--- src/hw/rtl/ifmt_pkg.sv ---
// ----------------------------------------------------------------------------
// ifmt_pkg
// Shared types and constants for the integer field formatter: conversion
// kinds, character codes, controller/datapath command and status bundles.
// ----------------------------------------------------------------------------
package ifmt_pkg;

    // fixed field widths of the ports
    localparam int VALUE_IN_BITS = 64;
    localparam int FUNC_BITS     = 3;
    localparam int FW_BITS       = 7;
    localparam int CH_BITS       = 8;

    // digit register: enough decimal digits for a 64-bit magnitude
    localparam int NDIG    = 20;
    localparam int DIG_W   = NDIG * 4;
    localparam int ND_BITS = 5;

    // ascii codes
    localparam logic [CH_BITS-1:0] CH_SPACE = 8'h20;
    localparam logic [CH_BITS-1:0] CH_MINUS = 8'h2D;
    localparam logic [CH_BITS-1:0] CH_ZERO  = 8'h30;
    localparam logic [CH_BITS-1:0] CH_X     = 8'h78;
    localparam logic [CH_BITS-1:0] CH_UA    = 8'h41;
    localparam logic [CH_BITS-1:0] CH_LA    = 8'h61;

    // conversion kinds; codes above pointer act as unsigned decimal
    typedef enum logic [FUNC_BITS-1:0] {
        K_UDEC = 3'd0,
        K_SDEC = 3'd1,
        K_LHEX = 3'd2,
        K_UHEX = 3'd3,
        K_PTR  = 3'd4
    } t_kind;

    // which character source feeds the output register
    typedef enum logic [1:0] {
        SEL_SPACE = 2'd0,
        SEL_HEAD  = 2'd1,
        SEL_ZERO  = 2'd2,
        SEL_DIGIT = 2'd3
    } t_chsel;

    // controller to datapath
    typedef struct packed {
        logic   load;
        logic   conv;
        logic   trim;
        logic   plan;
        logic   emit;
        t_chsel sel;
        logic   last;
    } t_cmd;

    // datapath to controller
    typedef struct packed {
        logic conv_done;
        logic trim_done;
        logic pad_empty;
        logic pad_one;
        logic head_zero;
        logic dig_one;
        logic mode_pre;
        logic mode_zero;
        logic mode_post;
        logic out_free;
    } t_sts;

    // one digit value to its ascii character
    function automatic logic [CH_BITS-1:0] digit_char(input logic [3:0] d, input logic upper);
        logic [CH_BITS-1:0] base;
        base = upper ? CH_UA : CH_LA;
        if (d < 4'd10) begin
            return CH_ZERO + {4'd0, d};
        end
        return base + {4'd0, d} - 8'd10;
    endfunction

endpackage

--- src/hw/rtl/ifmt_dpath.sv ---
// ----------------------------------------------------------------------------
// ifmt_dpath
// Datapath: operand capture and negation, shift-add-3 binary to decimal
// conversion one bit per cycle, leading zero trim, pad count and the
// registered character output.
// ----------------------------------------------------------------------------
module ifmt_dpath #(
    parameter int VALUE_BITS = 64,
    parameter int MAX_WIDTH  = 64
) (
    input  logic                                  i_clk,
    input  logic                                  i_rst_n,
    input  ifmt_pkg::t_cmd                        i_cmd,
    output ifmt_pkg::t_sts                        o_sts,
    input  logic [ifmt_pkg::VALUE_IN_BITS-1:0]    i_value,
    input  logic [ifmt_pkg::FUNC_BITS-1:0]        i_func,
    input  logic [ifmt_pkg::FW_BITS-1:0]          i_field_width,
    input  logic                                  i_zero_pad,
    input  logic                                  i_left_justify,
    output logic                                  o_out_valid,
    input  logic                                  i_out_ready,
    output logic [ifmt_pkg::CH_BITS-1:0]          o_ch,
    output logic                                  o_last
);
    import ifmt_pkg::*;

    localparam int CNT_W = $clog2(VALUE_BITS + 1);

    logic [VALUE_BITS-1:0] r_bin;
    logic [DIG_W-1:0]      r_dig;
    logic [CNT_W-1:0]      r_cnt;
    logic [ND_BITS-1:0]    r_nd;
    logic [1:0]            r_head;
    logic                  r_ptr;
    logic                  r_upper;
    logic                  r_zpad;
    logic                  r_ljust;
    logic [FW_BITS-1:0]    r_width;
    logic [FW_BITS-1:0]    r_pad;
    logic                  r_out_valid;
    logic [CH_BITS-1:0]    r_out_ch;
    logic                  r_out_last;

    logic [VALUE_BITS-1:0] v;
    logic [VALUE_BITS-1:0] mag;
    logic                  neg;
    logic                  hex;
    logic [FW_BITS-1:0]    width_c;
    logic [DIG_W-1:0]      dig_adj;
    logic [FW_BITS-1:0]    content;
    logic [3:0]            top_nib;
    logic [CH_BITS-1:0]    ch;

    // operand decode at capture
    always_comb begin
        v   = i_value[VALUE_BITS-1:0];
        hex = (i_func == K_LHEX) || (i_func == K_UHEX) || (i_func == K_PTR);
        neg = (i_func == K_SDEC) && v[VALUE_BITS-1];
        mag = neg ? (~v + VALUE_BITS'(1)) : v;
        width_c = (i_field_width > FW_BITS'(MAX_WIDTH)) ? FW_BITS'(MAX_WIDTH) : i_field_width;
    end

    // add 3 to every bcd digit of 5 or more
    always_comb begin
        for (int i = 0; i < NDIG; i++) begin
            dig_adj[4*i +: 4] = (r_dig[4*i +: 4] >= 4'd5) ? r_dig[4*i +: 4] + 4'd3
                                                            : r_dig[4*i +: 4];
        end
    end

    assign top_nib = r_dig[DIG_W-1 -: 4];
    assign content = FW_BITS'(r_head) + FW_BITS'(r_nd);

    // conversion, trim, plan and emit bookkeeping
    always_ff @(posedge i_clk) begin
        if (i_cmd.load) begin
            r_bin   <= mag;
            r_dig   <= hex ? DIG_W'(mag) : '0;
            r_cnt   <= hex ? '0 : CNT_W'(VALUE_BITS);
            r_nd    <= ND_BITS'(NDIG);
            r_head  <= (i_func == K_PTR) ? 2'd2 : (neg ? 2'd1 : 2'd0);
            r_ptr   <= (i_func == K_PTR);
            r_upper <= (i_func == K_UHEX);
            r_zpad  <= i_zero_pad;
            r_ljust <= i_left_justify;
            r_width <= width_c;
        end else if (i_cmd.conv) begin
            r_dig <= {dig_adj[DIG_W-2:0], r_bin[VALUE_BITS-1]};
            r_bin <= r_bin << 1;
            r_cnt <= r_cnt - CNT_W'(1);
        end else if (i_cmd.trim) begin
            r_dig <= r_dig << 4;
            r_nd  <= r_nd - ND_BITS'(1);
        end else if (i_cmd.plan) begin
            r_pad <= (r_width > content) ? (r_width - content) : '0;
        end else if (i_cmd.emit) begin
            case (i_cmd.sel)
                SEL_HEAD: r_head <= r_head - 2'd1;
                SEL_DIGIT: begin
                    r_dig <= r_dig << 4;
                    r_nd  <= r_nd - ND_BITS'(1);
                end
                default: r_pad <= r_pad - FW_BITS'(1);
            endcase
        end
    end

    // character source select
    always_comb begin
        case (i_cmd.sel)
            SEL_SPACE: ch = CH_SPACE;
            SEL_HEAD:  ch = r_ptr ? ((r_head == 2'd2) ? CH_ZERO : CH_X) : CH_MINUS;
            SEL_ZERO:  ch = CH_ZERO;
            default:   ch = digit_char(top_nib, r_upper);
        endcase
    end

    // output register
    always_ff @(posedge i_clk) begin
        if (!i_rst_n) begin
            r_out_valid <= 1'b0;
        end else if (i_cmd.emit) begin
            r_out_valid <= 1'b1;
        end else if (i_out_ready) begin
            r_out_valid <= 1'b0;
        end
    end

    always_ff @(posedge i_clk) begin
        if (i_cmd.emit) begin
            r_out_ch   <= ch;
            r_out_last <= i_cmd.last;
        end
    end

    assign o_out_valid = r_out_valid;
    assign o_ch        = r_out_ch;
    assign o_last      = r_out_last;

    // status to controller
    always_comb begin
        o_sts.conv_done = (r_cnt == '0);
        o_sts.trim_done = (top_nib != 4'd0) || (r_nd == ND_BITS'(1));
        o_sts.pad_empty = (r_pad == '0);
        o_sts.pad_one   = (r_pad == FW_BITS'(1));
        o_sts.head_zero = (r_head == 2'd0);
        o_sts.dig_one   = (r_nd == ND_BITS'(1));
        o_sts.mode_pre  = !r_ljust && !r_zpad;
        o_sts.mode_zero = !r_ljust && r_zpad;
        o_sts.mode_post = r_ljust;
        o_sts.out_free  = !r_out_valid || i_out_ready;
    end

endmodule

--- src/hw/rtl/ifmt_ctrl.sv ---
// ----------------------------------------------------------------------------
// ifmt_ctrl
// Controller: sequences capture, conversion, trim, pad planning and the
// character phases (leading spaces, sign or prefix, zeros, digits,
// trailing spaces).
// ----------------------------------------------------------------------------
module ifmt_ctrl (
    input  logic           i_clk,
    input  logic           i_rst_n,
    input  logic           i_in_valid,
    output logic           o_in_ready,
    input  ifmt_pkg::t_sts i_sts,
    output ifmt_pkg::t_cmd o_cmd
);
    import ifmt_pkg::*;

    typedef enum logic [8:0] {
        S_IDLE = 9'b0_0000_0001,
        S_CONV = 9'b0_0000_0010,
        S_TRIM = 9'b0_0000_0100,
        S_PLAN = 9'b0_0000_1000,
        S_PRE  = 9'b0_0001_0000,
        S_HEAD = 9'b0_0010_0000,
        S_ZERO = 9'b0_0100_0000,
        S_DIG  = 9'b0_1000_0000,
        S_POST = 9'b1_0000_0000
    } t_state;

    t_state r_state;
    t_state n_state;

    assign o_in_ready = (r_state == S_IDLE);

    // next state and datapath commands
    always_comb begin
        n_state    = r_state;
        o_cmd      = '0;
        o_cmd.sel  = SEL_SPACE;
        unique case (r_state)
            S_IDLE: begin
                if (i_in_valid) begin
                    o_cmd.load = 1'b1;
                    n_state    = S_CONV;
                end
            end
            S_CONV: begin
                if (i_sts.conv_done) begin
                    n_state = S_TRIM;
                end else begin
                    o_cmd.conv = 1'b1;
                end
            end
            S_TRIM: begin
                if (i_sts.trim_done) begin
                    n_state = S_PLAN;
                end else begin
                    o_cmd.trim = 1'b1;
                end
            end
            S_PLAN: begin
                o_cmd.plan = 1'b1;
                n_state    = S_PRE;
            end
            S_PRE: begin
                if (!i_sts.mode_pre || i_sts.pad_empty) begin
                    n_state = S_HEAD;
                end else if (i_sts.out_free) begin
                    o_cmd.emit = 1'b1;
                    o_cmd.sel  = SEL_SPACE;
                end
            end
            S_HEAD: begin
                if (i_sts.head_zero) begin
                    n_state = S_ZERO;
                end else if (i_sts.out_free) begin
                    o_cmd.emit = 1'b1;
                    o_cmd.sel  = SEL_HEAD;
                end
            end
            S_ZERO: begin
                if (!i_sts.mode_zero || i_sts.pad_empty) begin
                    n_state = S_DIG;
                end else if (i_sts.out_free) begin
                    o_cmd.emit = 1'b1;
                    o_cmd.sel  = SEL_ZERO;
                end
            end
            S_DIG: begin
                if (i_sts.out_free) begin
                    o_cmd.emit = 1'b1;
                    o_cmd.sel  = SEL_DIGIT;
                    o_cmd.last = i_sts.dig_one && (!i_sts.mode_post || i_sts.pad_empty);
                    if (i_sts.dig_one) begin
                        n_state = (i_sts.mode_post && !i_sts.pad_empty) ? S_POST : S_IDLE;
                    end
                end
            end
            S_POST: begin
                if (i_sts.out_free) begin
                    o_cmd.emit = 1'b1;
                    o_cmd.sel  = SEL_SPACE;
                    o_cmd.last = i_sts.pad_one;
                    if (i_sts.pad_one) begin
                        n_state = S_IDLE;
                    end
                end
            end
            default: n_state = S_IDLE;
        endcase
    end

    // state register
    always_ff @(posedge i_clk) begin
        if (!i_rst_n) begin
            r_state <= S_IDLE;
        end else begin
            r_state <= n_state;
        end
    end

endmodule

--- src/hw/rtl/integer_field_formatter.sv ---
// sequence: a capture step, then shift-add-3 conversion for decimal kinds (none for hex), a
// trim step per leading zero digit, a plan step, then the character phases with one character
// issued per step while the output is free; each character leaves the cycle after it is issued.
// flow: one item at a time; a new field is taken only once the controller is back in idle,
// and output stalls hold the character phases.
// reset: i_rst_n synchronous active low clears the controller and output valid.
// ----------------------------------------------------------------------------
// integer_field_formatter
// Formats one integer as a printf-style decimal or hex field and streams
// it out as ascii characters, last character marked.
// ----------------------------------------------------------------------------
module integer_field_formatter #(
    parameter int VALUE_BITS = 64,
    parameter int MAX_WIDTH  = 64
) (
    input  logic                                  i_clk,
    input  logic                                  i_rst_n,
    input  logic                                  i_in_valid,
    output logic                                  o_in_ready,
    input  logic [ifmt_pkg::VALUE_IN_BITS-1:0]    i_value,
    input  logic [ifmt_pkg::FUNC_BITS-1:0]        i_func,
    input  logic [ifmt_pkg::FW_BITS-1:0]          i_field_width,
    input  logic                                  i_zero_pad,
    input  logic                                  i_left_justify,
    output logic                                  o_out_valid,
    input  logic                                  i_out_ready,
    output logic [ifmt_pkg::CH_BITS-1:0]          o_ch,
    output logic                                  o_last
);
    import ifmt_pkg::*;

    t_cmd cmd;
    t_sts sts;

    // sequencer
    ifmt_ctrl u_ctrl (
        .i_clk      (i_clk),
        .i_rst_n    (i_rst_n),
        .i_in_valid (i_in_valid),
        .o_in_ready (o_in_ready),
        .i_sts      (sts),
        .o_cmd      (cmd)
    );

    // conversion and output datapath
    ifmt_dpath #(
        .VALUE_BITS (VALUE_BITS),
        .MAX_WIDTH  (MAX_WIDTH)
    ) u_dpath (
        .i_clk          (i_clk),
        .i_rst_n        (i_rst_n),
        .i_cmd          (cmd),
        .o_sts          (sts),
        .i_value        (i_value),
        .i_func         (i_func),
        .i_field_width  (i_field_width),
        .i_zero_pad     (i_zero_pad),
        .i_left_justify (i_left_justify),
        .o_out_valid    (o_out_valid),
        .i_out_ready    (i_out_ready),
        .o_ch           (o_ch),
        .o_last         (o_last)
    );

endmodule

--- config.mk ---
export PLATFORM = sky130hd
export DESIGN_NAME = integer_field_formatter
export DESIGN_NICKNAME = d
export VERILOG_FILES = /design/src/hw/rtl/ifmt_pkg.sv /design/src/hw/rtl/ifmt_dpath.sv /design/src/hw/rtl/ifmt_ctrl.sv /design/src/hw/rtl/integer_field_formatter.sv
export SDC_FILE = /design/constraint.sdc
export NUM_CORES = 1
export LEC_CHECK = 0
export BUFFER_PORTS_ARGS = -buffer_cell sky130_fd_sc_hd__clkbuf_2
export CORE_UTILIZATION = 40
export CTS_CLUSTER_DIAMETER = 150
export CTS_CLUSTER_SIZE = 25
export DETAILED_ROUTE_END_ITERATION = 10
export GPL_ROUTABILITY_DRIVEN = 0
export PLACE_DENSITY = 0.6
export SLEW_MARGIN = 40
export SYNTH_ARGS = -nofsm -noshare
export SYNTH_HDL_FRONTEND = slang
export SYNTH_SLANG_ARGS = --single-unit
--- constraint.sdc ---
create_clock -name i_clk -period 14.2 [get_ports i_clk]
set_input_delay 2.84 -clock i_clk [delete_from_list [all_inputs] [get_ports i_clk]]
set_output_delay 2.84 -clock i_clk [all_outputs]
set_load 0.02 [all_outputs]
==> out/metrics.cfg, run 1 <==
[clock_tree]
cts.path.max_buffers = 2
tritoncts = done
cts_setup_buffers = 0
cts_sinks = 194
cts-buffers-inserted = 17
cts.reportedPaths.clkPinSlew_ns = 0.07
cts-resized-gates = 0
cts_hold_buffers = 0
cts-root-buf = clkbuf_16
cts_htree_levels = 4
clock_latency_ns = 0.45

[timing]
setup_slack_ns = 8.90
final.setup.tns_ns = 0
slew_headroom = 0.444
fin_crit_ns = 5.30
finClkSkew_ns = 0.0145
slew_viol_final = 0
max_freq_mhz = 189
period_share = 0.373
worst_pin_slew_ns = 0.831
setup_viol = 0
hold_viol_final = 0
rsz0062_at_grt = no

[synthesis]
post_synth_inst_count = 1342
synth_compound_area_frac = 0.181
synthAdderAreaFrac = 0.0601
synth.area.top_cells = edfxtp_1 42%, ha_1 5.7%, xnor2_1 5.6%
synth_cell_types = 77
avgSynthCellArea_um2 = 9.50
ys.flop_type = edfxtp_1
ys_seq_area_frac = 0.445
muxShareOfSynthArea = 0.00157
yosys.area.top_type_share = 0.422
synth_nets = 1482
synth_area_leader_cell = edfxtp_1
synthXorXnorAreaFrac = 0.0735
synth_top_family_by_area = simple AND/OR/NAND/NOR gates
synth_edf_count = 179
yosysWarnings = 0
ys_seq_elements = 194
syn_area_mm2 = 0.0127
synth_common_cells = 179 x edfxtp_1, 118 x nand2_1, 103 x a21oi_1
synthSimpleGateAreaFrac = 0.194
async_flop_share = 0
yosysMostFrequentCell = edfxtp_1

[critical_path]
crit_family = simple AND/OR/NAND/NOR gates
cp_num_buf_inv = 2
worstSetupPathType = reg2out
crit_chain = or4_1 -> nor4_4 -> nand2_1 -> inv_1 -> clkbuf_2
start_kind = flop
required_ns = 11.36
crit_arrival_ns = 2.46
path_max_fanout = 13
cp-end-kind = output pin
cpPeakStageDelay_ns = 0.72
crit_slowest_cell = or4_1

[flow_run]
drv_cap = 0

[grt]
gr-usage-all-layers = 0.189
overflow = 0
grt_pass1_vias = 9775
grt_pass1_wl_mm = 49.7
grt_max_degree = 113
antenna_found_initial = 0

[pwr]
pwr-share-comb = 0.402
p_int_mw = 1.73
p_per_area_mw_per_mm2 = 200
p_leak_nw = 5.12
ir_worst_vdd_mv = 0.101
pwr-share-clk = 0.175
power.share.sequential = 0.423
p_sw_mw = 1.10
netSwitchingFraction = 0.390
totalPowerFinal_mw = 2.83

[floorplan]
start_util = 0.405
die_x_um = 181
num_rows = 65
ios = 91
dieArea_mm2 = 0.0326
core-area_mm2 = 0.0315
die_y_um = 181

[place]
io_buffers = 89
dp_hpwl_mm = 20.7
place_ws_ns = 8.65

[worst_hold_path]
hold_path_class = reg2reg

[drt]
dr.first_iter.drc_count = 832
vias_per_cell = 5.64
antenna_left = 0
drc = 0
num_vias = 10200
firstDrtPassIters = 5
detail_route.wl_per_cell_um = 16.7
drt-total-wl_mm = 30.2

[cells_and_area]
n_antenna_cell = 0
nets = 1534
nFillCells = 3008
drive_above_1_share = 0.121
area_growth_pct = 11.1

[run_status]
outcome = finished, final reports clean

==> state kept, by name (all words and copies together) (netlist names) <==
signal               count
u_dpath.r_width          7
u_dpath.o_ch             7
u_dpath.r_pad            7
u_dpath.r_ptr            1
u_dpath.o_last           1
u_dpath.r_ljust          1
u_dpath.r_nd             5
u_dpath.r_zpad           1
u_ctrl.r_state           9
u_dpath.r_bin           64
u_dpath.r_cnt            7
u_dpath.r_dig           80
u_dpath.r_head           2
u_dpath.o_out_valid      1
u_dpath.r_upper          1
==> stage by stage <==
step	hold WS, ns	utilization	area, µm²	std cells
global placement	0.499	0.429	13500	1775
floorplan	0.491	-	12700	1342
global route	0.559	0.450	14200	1809
CTS	0.536	0.448	14100	1807
finish	0.529	0.450	14200	1809
detailed placement	0.516	0.430	13500	1775
==> cell families after synthesis <==
group / Yosys count
adder cells (fa/ha/maj): 60
multiplexers: 2
flip-flops: 194
other: 1
buffers and inverters: 137
AO/OA/AOI/OAI: 370
XOR/XNOR: 107
AND/OR/NAND/NOR: 471
==> power groups by stage <==
stage	clock (mW)	sequential, mW	combinational (mW)
2_1_floorplan	0	1.16	0.906
3_3_place_gp	0	1.20	1.11
3_5_place_dp	0	1.20	1.14
4_1_cts	0.507	1.19	1.14
5_1_grt	0.528	1.23	1.31
6_report	0.496	1.20	1.14
==> metal layers <==
layer | track usage | vias up | part of all wire
met5 | 0 | - | 0
met4 | 0.0516 | 0 | 0.013
met3 | 0.0319 | 30 | 0.039
met2 | 0.316 | 233 | 0.48
met1 | 0.251 | 4870 | 0.47
li1 | - | 5072 | -
==> cell type report <==
| class | instances | area (µm²) | area share |
|---|---|---|---|
| multi-input cells | 1011 | 6580 | 0.464 |
| flip-flops and latches | 194 | 5680 | 0.400 |
| repair buffers | 100 | 567 | 0.0400 |
| well taps | 402 | 503 | 0.0355 |
| clock buffers | 19 | 433 | 0.0305 |
| inverters | 70 | 264 | 0.0186 |
| clock inverters | 13 | 151 | 0.0107 |
==> worst reg2reg max path: stages, from the launching register on <==
cell     delay, ns
dfxtp_1       0.42
or4_1         0.72
nor4_4        0.45
nand2_4       0.51
nand3_4       0.61
buf_4         0.64
==> final timing paths <==
check                          from                end  slack (ns)  depth (start not counted)
hold reg to reg    u_dpath.r_bin[6]   u_dpath.r_bin[7]        0.53                          2
hold / removal     u_dpath.r_bin[6]   u_dpath.r_bin[7]        0.53                          2
setup / recovery  u_ctrl.r_state[6]         o_in_ready        8.90                          5
setup reg to reg  u_ctrl.r_state[6]  u_dpath.r_dig[62]       10.46                          5
==> placed cells by master (no fill, tap or decap), drive strengths merged, types with 24 or more instances in the layout <==
cell type and n:
nor2 96, a31oi 35, a21oi 103, nor2b 24, nand2b 25, ha 58, nor3 34, o211ai 27
xnor2 81, edfxtp 179, inv 74, o21ai 121, nand3 74, nand2 118, nor3b 32, clkbuf 108
xor2 26
Power figures use the tool's default switching activity.
==> run 2: changes to the inputs <==
--- a/config.mk
+++ b/config.mk
@@ -11,7 +11,7 @@
 export CTS_CLUSTER_SIZE = 25
 export DETAILED_ROUTE_END_ITERATION = 10
 export GPL_ROUTABILITY_DRIVEN = 0
-export PLACE_DENSITY = 0.6
+export PLACE_DENSITY = 0.62
 export SLEW_MARGIN = 40
 export SYNTH_ARGS = -nofsm -noshare
 export SYNTH_HDL_FRONTEND = slang
==> constraint.sdc (replaced) <==
create_clock -name i_clk -period 4.7 [get_ports i_clk]
set_input_delay 0.94 -clock i_clk [delete_from_list [all_inputs] [get_ports i_clk]]
set_output_delay 0.94 -clock i_clk [all_outputs]
set_load 0.02 [all_outputs]
==> run 2 against run 1 <==
Net effect: utilization about the same; final cell count grew 0.22%; combinational power grew to 3.0 times the previous value; register-to-register slack got worse by 9.1 ns; worst hold slack improved by 0.00074 ns; wire length up 1.2%; global-route usage rose by 0.29 points.
==> out/metrics.cfg, run 2 (synthesis gave the netlist of run 1 again) <==
[pwr]
p_leak_nw = 5.13
ir_worst_vdd_mv = 0.397
p_sw_mw = 3.35
pwr-share-comb = 0.403
p_int_mw = 5.26
power.share.sequential = 0.420
netSwitchingFraction = 0.389
pwr-share-clk = 0.177
p_per_area_mw_per_mm2 = 607

[drt]
antenna_left = 0
firstDrtPassIters = 5
num_vias = 10300
detail_route.wl_per_cell_um = 16.9
drt-total-wl_mm = 30.6
vias_per_cell = 5.68
drc = 0
dr.first_iter.drc_count = 806

[timing]
final.setup.tns_ns = 0
slew_headroom = 0.429
finClkSkew_ns = 0.0128
period_share = 0.734
max_freq_mhz = 290
rsz0062_at_grt = no
slew_viol_final = 0
fin_crit_ns = 3.45
holdWs_ns = 0.529
worst_pin_slew_ns = 0.849
setup_viol = 0
hold_viol_final = 0

[clock_tree]
cts_hold_buffers = 0
cts.reportedPaths.clkPinSlew_ns = 0.08
tritoncts = done
cts-resized-gates = 0
cts_htree_levels = 4
cts_sinks = 194
clock_latency_ns = 0.44
cts.path.max_buffers = 2
cts_setup_buffers = 0
cts-root-buf = clkbuf_16
cts-buffers-inserted = 17

[place]
dp.cells = 1782
dp_hpwl_mm = 21.5
io_buffers = 89

[grt]
antenna_found_initial = 0
overflow = 0
grt_pass1_vias = 9853
gr-usage-all-layers = 0.192
grt_pass1_wl_mm = 50.4
grt_max_degree = 108

[critical_path]
cp_num_buf_inv = 2
path_max_fanout = 13
start_kind = flop
cp-end-kind = output pin
critPathLaunch = u_ctrl.r_state[6]
worstSetupPathType = reg2out
cpPeakStageDelay_ns = 0.72
crit_chain = or4_1 -> nor4_4 -> nand2_1 -> inv_1 -> clkbuf_2
crit_arrival_ns = 2.51
required_ns = 3.76
crit_slowest_cell = or4_1
reg2reg_from = u_ctrl.r_state[6]
crit_family = simple AND/OR/NAND/NOR gates

[cells_and_area]
area_growth_pct = 11.2
largest_reg_flops = 80
regMostFlops = u_dpath.r_dig
nets = 1539
n_antenna_cell = 0
final_cells = 1813
layout_commonest_cell = edfxtp_1
reg_top3 = u_dpath.r_dig: 80 flops, u_dpath.r_bin: 64 flops, u_ctrl.r_state: 9 flops
mostFrequentLayoutCells = 179 x edfxtp_1, 115 x nand2_1, 101 x a21oi_1, 95 x nor2_1, 89 x clkbuf_2
drive_above_1_share = 0.122

[worst_hold_path]
hp-start = u_dpath.r_bin[53]
hold_path_class = reg2reg

[floorplan]
die_y_um = 181
start_util = 0.405
dieArea_mm2 = 0.0326
die_x_um = 181
ios = 91
num_rows = 65
core-area_mm2 = 0.0315

[run_status]
outcome = finished, final reports clean

[flow_run]
drv_cap = 0

## run 2: cell count changes in the layout (fill, tap and decap cells not counted), sizes merged
cell,previous run,this run
buf,11,16
bufinv,2,3
clkinv,5,6
inv,74,71
## run 2: worst min-delay path: cells and delay by family, from the launching register on
kind	cells	cell delay, ns
DFF	1	0.32
AOI/OAI and AO/OA	1	0.06
and+or+nand+nor	1	0.04
## run 2: layer usage
metal	vias up	track usage	wire (µm)
met3	25	0.0342	1410
met1	4957	0.261	14300
met4	0	0.0585	493
li1	5063	-	-
met2	252	0.309	14400
met5	-	0	0
## run 2: final timing paths
| kind | to | slack, ns | cells past startpoint |
|---|---|---|---|
| worst max register to register | u_dpath.r_bin[25] | 1.39 | 6 |
| worst min-delay path | u_dpath.r_bin[54] | 0.53 | 2 |
| worst max-delay path | o_in_ready | 1.25 | 5 |
| worst min register to register | u_dpath.r_bin[54] | 0.53 | 2 |
## run 2: power groups by stage
stage / Clock (mW) / Combinational [mW] / Sequential, mW
final: 1.52 / 3.47 / 3.62
after floorplan: 0 / 2.74 / 3.51
after CTS: 1.54 / 3.50 / 3.61
after detailed placement: 0 / 3.48 / 3.64
after global placement: 0 / 3.40 / 3.63
after global routing: 1.61 / 3.97 / 3.72
## run 2: cell type report
type / count / area (µm²)
clock buffer: 19 / 433
clock inverter: 12 / 158
fill: 2970 / 17300
inverter: 70 / 264
multi-input combinational: 1011 / 6560
sequential: 194 / 5680
tap: 402 / 503
timing repair buffer: 105 / 586
## run 2: metrics by stage
step	power (mW)	utilization	worst slack (ns)	cell area (µm²)
6_report	8.61	0.450	1.25	14200
5_1_grt	9.30	0.450	1.15	14200
4_1_cts	8.66	0.450	1.22	14200
3_5_place_dp	7.12	0.432	1.20	13600
3_3_place_gp	7.03	0.431	1.27	13600
2_1_floorplan	6.24	-	0.0568	12700
==> run 3: changes to the inputs <==
--- a/config.mk
+++ b/config.mk
@@ -11,7 +11,7 @@
 export CTS_CLUSTER_SIZE = 25
 export DETAILED_ROUTE_END_ITERATION = 10
 export GPL_ROUTABILITY_DRIVEN = 0
-export PLACE_DENSITY = 0.62
+export PLACE_DENSITY = 0.6
 export SLEW_MARGIN = 40
 export SYNTH_ARGS = -nofsm -noshare
 export SYNTH_HDL_FRONTEND = slang
==> constraint.sdc (replaced) <==
create_clock -name i_clk -period 3.2 [get_ports i_clk]
set_input_delay 0.64 -clock i_clk [delete_from_list [all_inputs] [get_ports i_clk]]
set_output_delay 0.64 -clock i_clk [all_outputs]
set_load 0.02 [all_outputs]
==> run 3 against run 2 <==
Net effect: non-clock buffer count grew 16; wire length shrank 0.20%; count of clock-buffer cells in the layout is 2 lower; critical path depth grew 1; critical path type unchanged; largest cell class unchanged; largest power group unchanged.
==> out/metrics.cfg, run 3 (synthesis gave the netlist of run 1 again) <==
[timing]
slew_headroom = 0.498
hold_viol_final = 0
final.setup.tns_ns = 0
max_freq_mhz = 330
worst_pin_slew_ns = 0.746
fin_crit_ns = 3.03
setup_viol = 0
finClkSkew_ns = 0.0121
slew_viol_final = 0
rsz0062_at_grt = no
period_share = 0.947

[drt]
antenna_left = 0
drc = 0
firstDrtPassIters = 5
detail_route.wl_per_cell_um = 16.7
vias_per_cell = 5.64
drt-total-wl_mm = 30.5
num_vias = 10300
dr.first_iter.drc_count = 784

[pwr]
pwr-share-comb = 0.411
netSwitchingFraction = 0.390
ir_worst_vdd_mv = 0.508
p_int_mw = 7.72
pwr-share-clk = 0.170
power.share.sequential = 0.419
p_per_area_mw_per_mm2 = 883
p_sw_mw = 4.93
p_leak_nw = 5.22

[grt]
overflow = 0
grt_pass1_vias = 9820
gr-usage-all-layers = 0.189
antenna_found_initial = 0
grt_max_degree = 94
grt_pass1_wl_mm = 49.9

[critical_path]
critPathLaunch = u_ctrl.r_state[6]
r2r-end = u_dpath.r_pad[5]
cp-end-kind = output pin
reg2reg_from = u_dpath.r_head[0]
ff2ff_setup_slack_ns = 0.27
required_ns = 2.56
path_max_fanout = 13
start_kind = flop
worstSetupPathType = reg2out
crit_arrival_ns = 2.39
rr_worst_depth = 10

[place]
post_dp_cell_area_mm2 = 0.0137
dp_hpwl_mm = 21.6
io_buffers = 89
dp.cells = 1798

[clock_tree]
cts-root-buf = clkbuf_16
tritoncts = done
cts_setup_buffers = 0
cts.reportedPaths.clkPinSlew_ns = 0.08
cts.path.max_buffers = 2
cts_htree_levels = 4
cts-resized-gates = 0
cts_hold_buffers = 0
cts_sinks = 194
cts-buffers-inserted = 17
clock_latency_ns = 0.45

[cells_and_area]
largest_reg_flops = 80
final_cells = 1830
drive_above_1_share = 0.132
n_antenna_cell = 0
stdcell_area_mm2 = 0.0143
nets = 1555
mostFrequentLayoutCells = 179 x edfxtp_1, 115 x nand2_1, 102 x a21oi_1, 95 x nor2_1, 89 x clkbuf_2
reg_top3 = u_dpath.r_dig: 80 flops, u_dpath.r_bin: 64 flops, u_ctrl.r_state: 9 flops
layout_commonest_cell = edfxtp_1
regMostFlops = u_dpath.r_dig
nFillCells = 3010
area_growth_pct = 12.3

[worst_hold_path]
hold_path_class = in2reg
min_to = u_dpath.r_ljust
hp-start = i_left_justify
hold-path-cell-count = 1

[run_status]
outcome = finished, final reports clean

[floorplan]
core-area_mm2 = 0.0315
start_util = 0.405
num_rows = 65
dieArea_mm2 = 0.0326
die_y_um = 181
die_x_um = 181
ios = 91

[flow_run]
drv_cap = 0

-- run 3: worst max path at each step --
stage                                   end  cells past startpoint  slack, ns
after floorplan           u_dpath.r_dig[12]                      8       0.05
after global placement    u_dpath.r_bin[58]                     10       0.13
after detailed placement  u_dpath.r_bin[58]                     10       0.04
after CTS                        o_in_ready                      6       0.15
after global routing       u_dpath.r_pad[5]                     10       0.03
final                            o_in_ready                      6       0.17
-- run 3: layout make-up --
cell class,count,area [µm²],area share
inverter,70,264,0.0184
clock buffer,17,425,0.0297
sequential,194,5680,0.396
timing repair buffer,121,761,0.0531
clock inverter,15,140,0.00979
tap,402,503,0.0351
multi-input combinational,1011,6550,0.457
-- run 3: metal layers --
metal | vias up | GRT usage | wire, µm
met2 | 282 | 0.309 | 14100
met3 | 36 | 0.0289 | 1380
met5 | - | 0 | 0
li1 | 5114 | - | -
met1 | 4895 | 0.253 | 14500
met4 | 0 | 0.0677 | 600
-- run 3: worst max-delay path, stage by stage (launching register included) --
cell and delay [ns]:
dfxtp_1 0.41, or4_1 0.71, nor4_4 0.28, buf_4 0.21
nand2_1 0.10, inv_1 0.08, clkbuf_2 0.16
-- run 3: power groups by stage --
stage                     combinational (mW)  clock [mW]  sequential (mW)
after floorplan                         4.03           0             5.10
after global placement                  5.11           0             5.31
after detailed placement                5.22           0             5.33
after CTS                               5.25        2.18             5.29
after global routing                    5.92        2.27             5.44
final                                   5.20        2.15             5.30
-- run 3: metrics by stage --
| stage | hold slack, ns | power, mW | setup WS, ns | utilization |
|---|---|---|---|---|
| finish | 0.363 | 12.6 | 0.169 | 0.455 |
| global route | 0.354 | 13.6 | 0.0338 | 0.455 |
| CTS | 0.349 | 12.7 | 0.147 | 0.455 |
| detailed placement | 0.513 | 10.5 | 0.0369 | 0.437 |
| global placement | 0.505 | 10.4 | 0.127 | 0.437 |
| floorplan | 0.491 | 9.13 | 0.0509 | - |
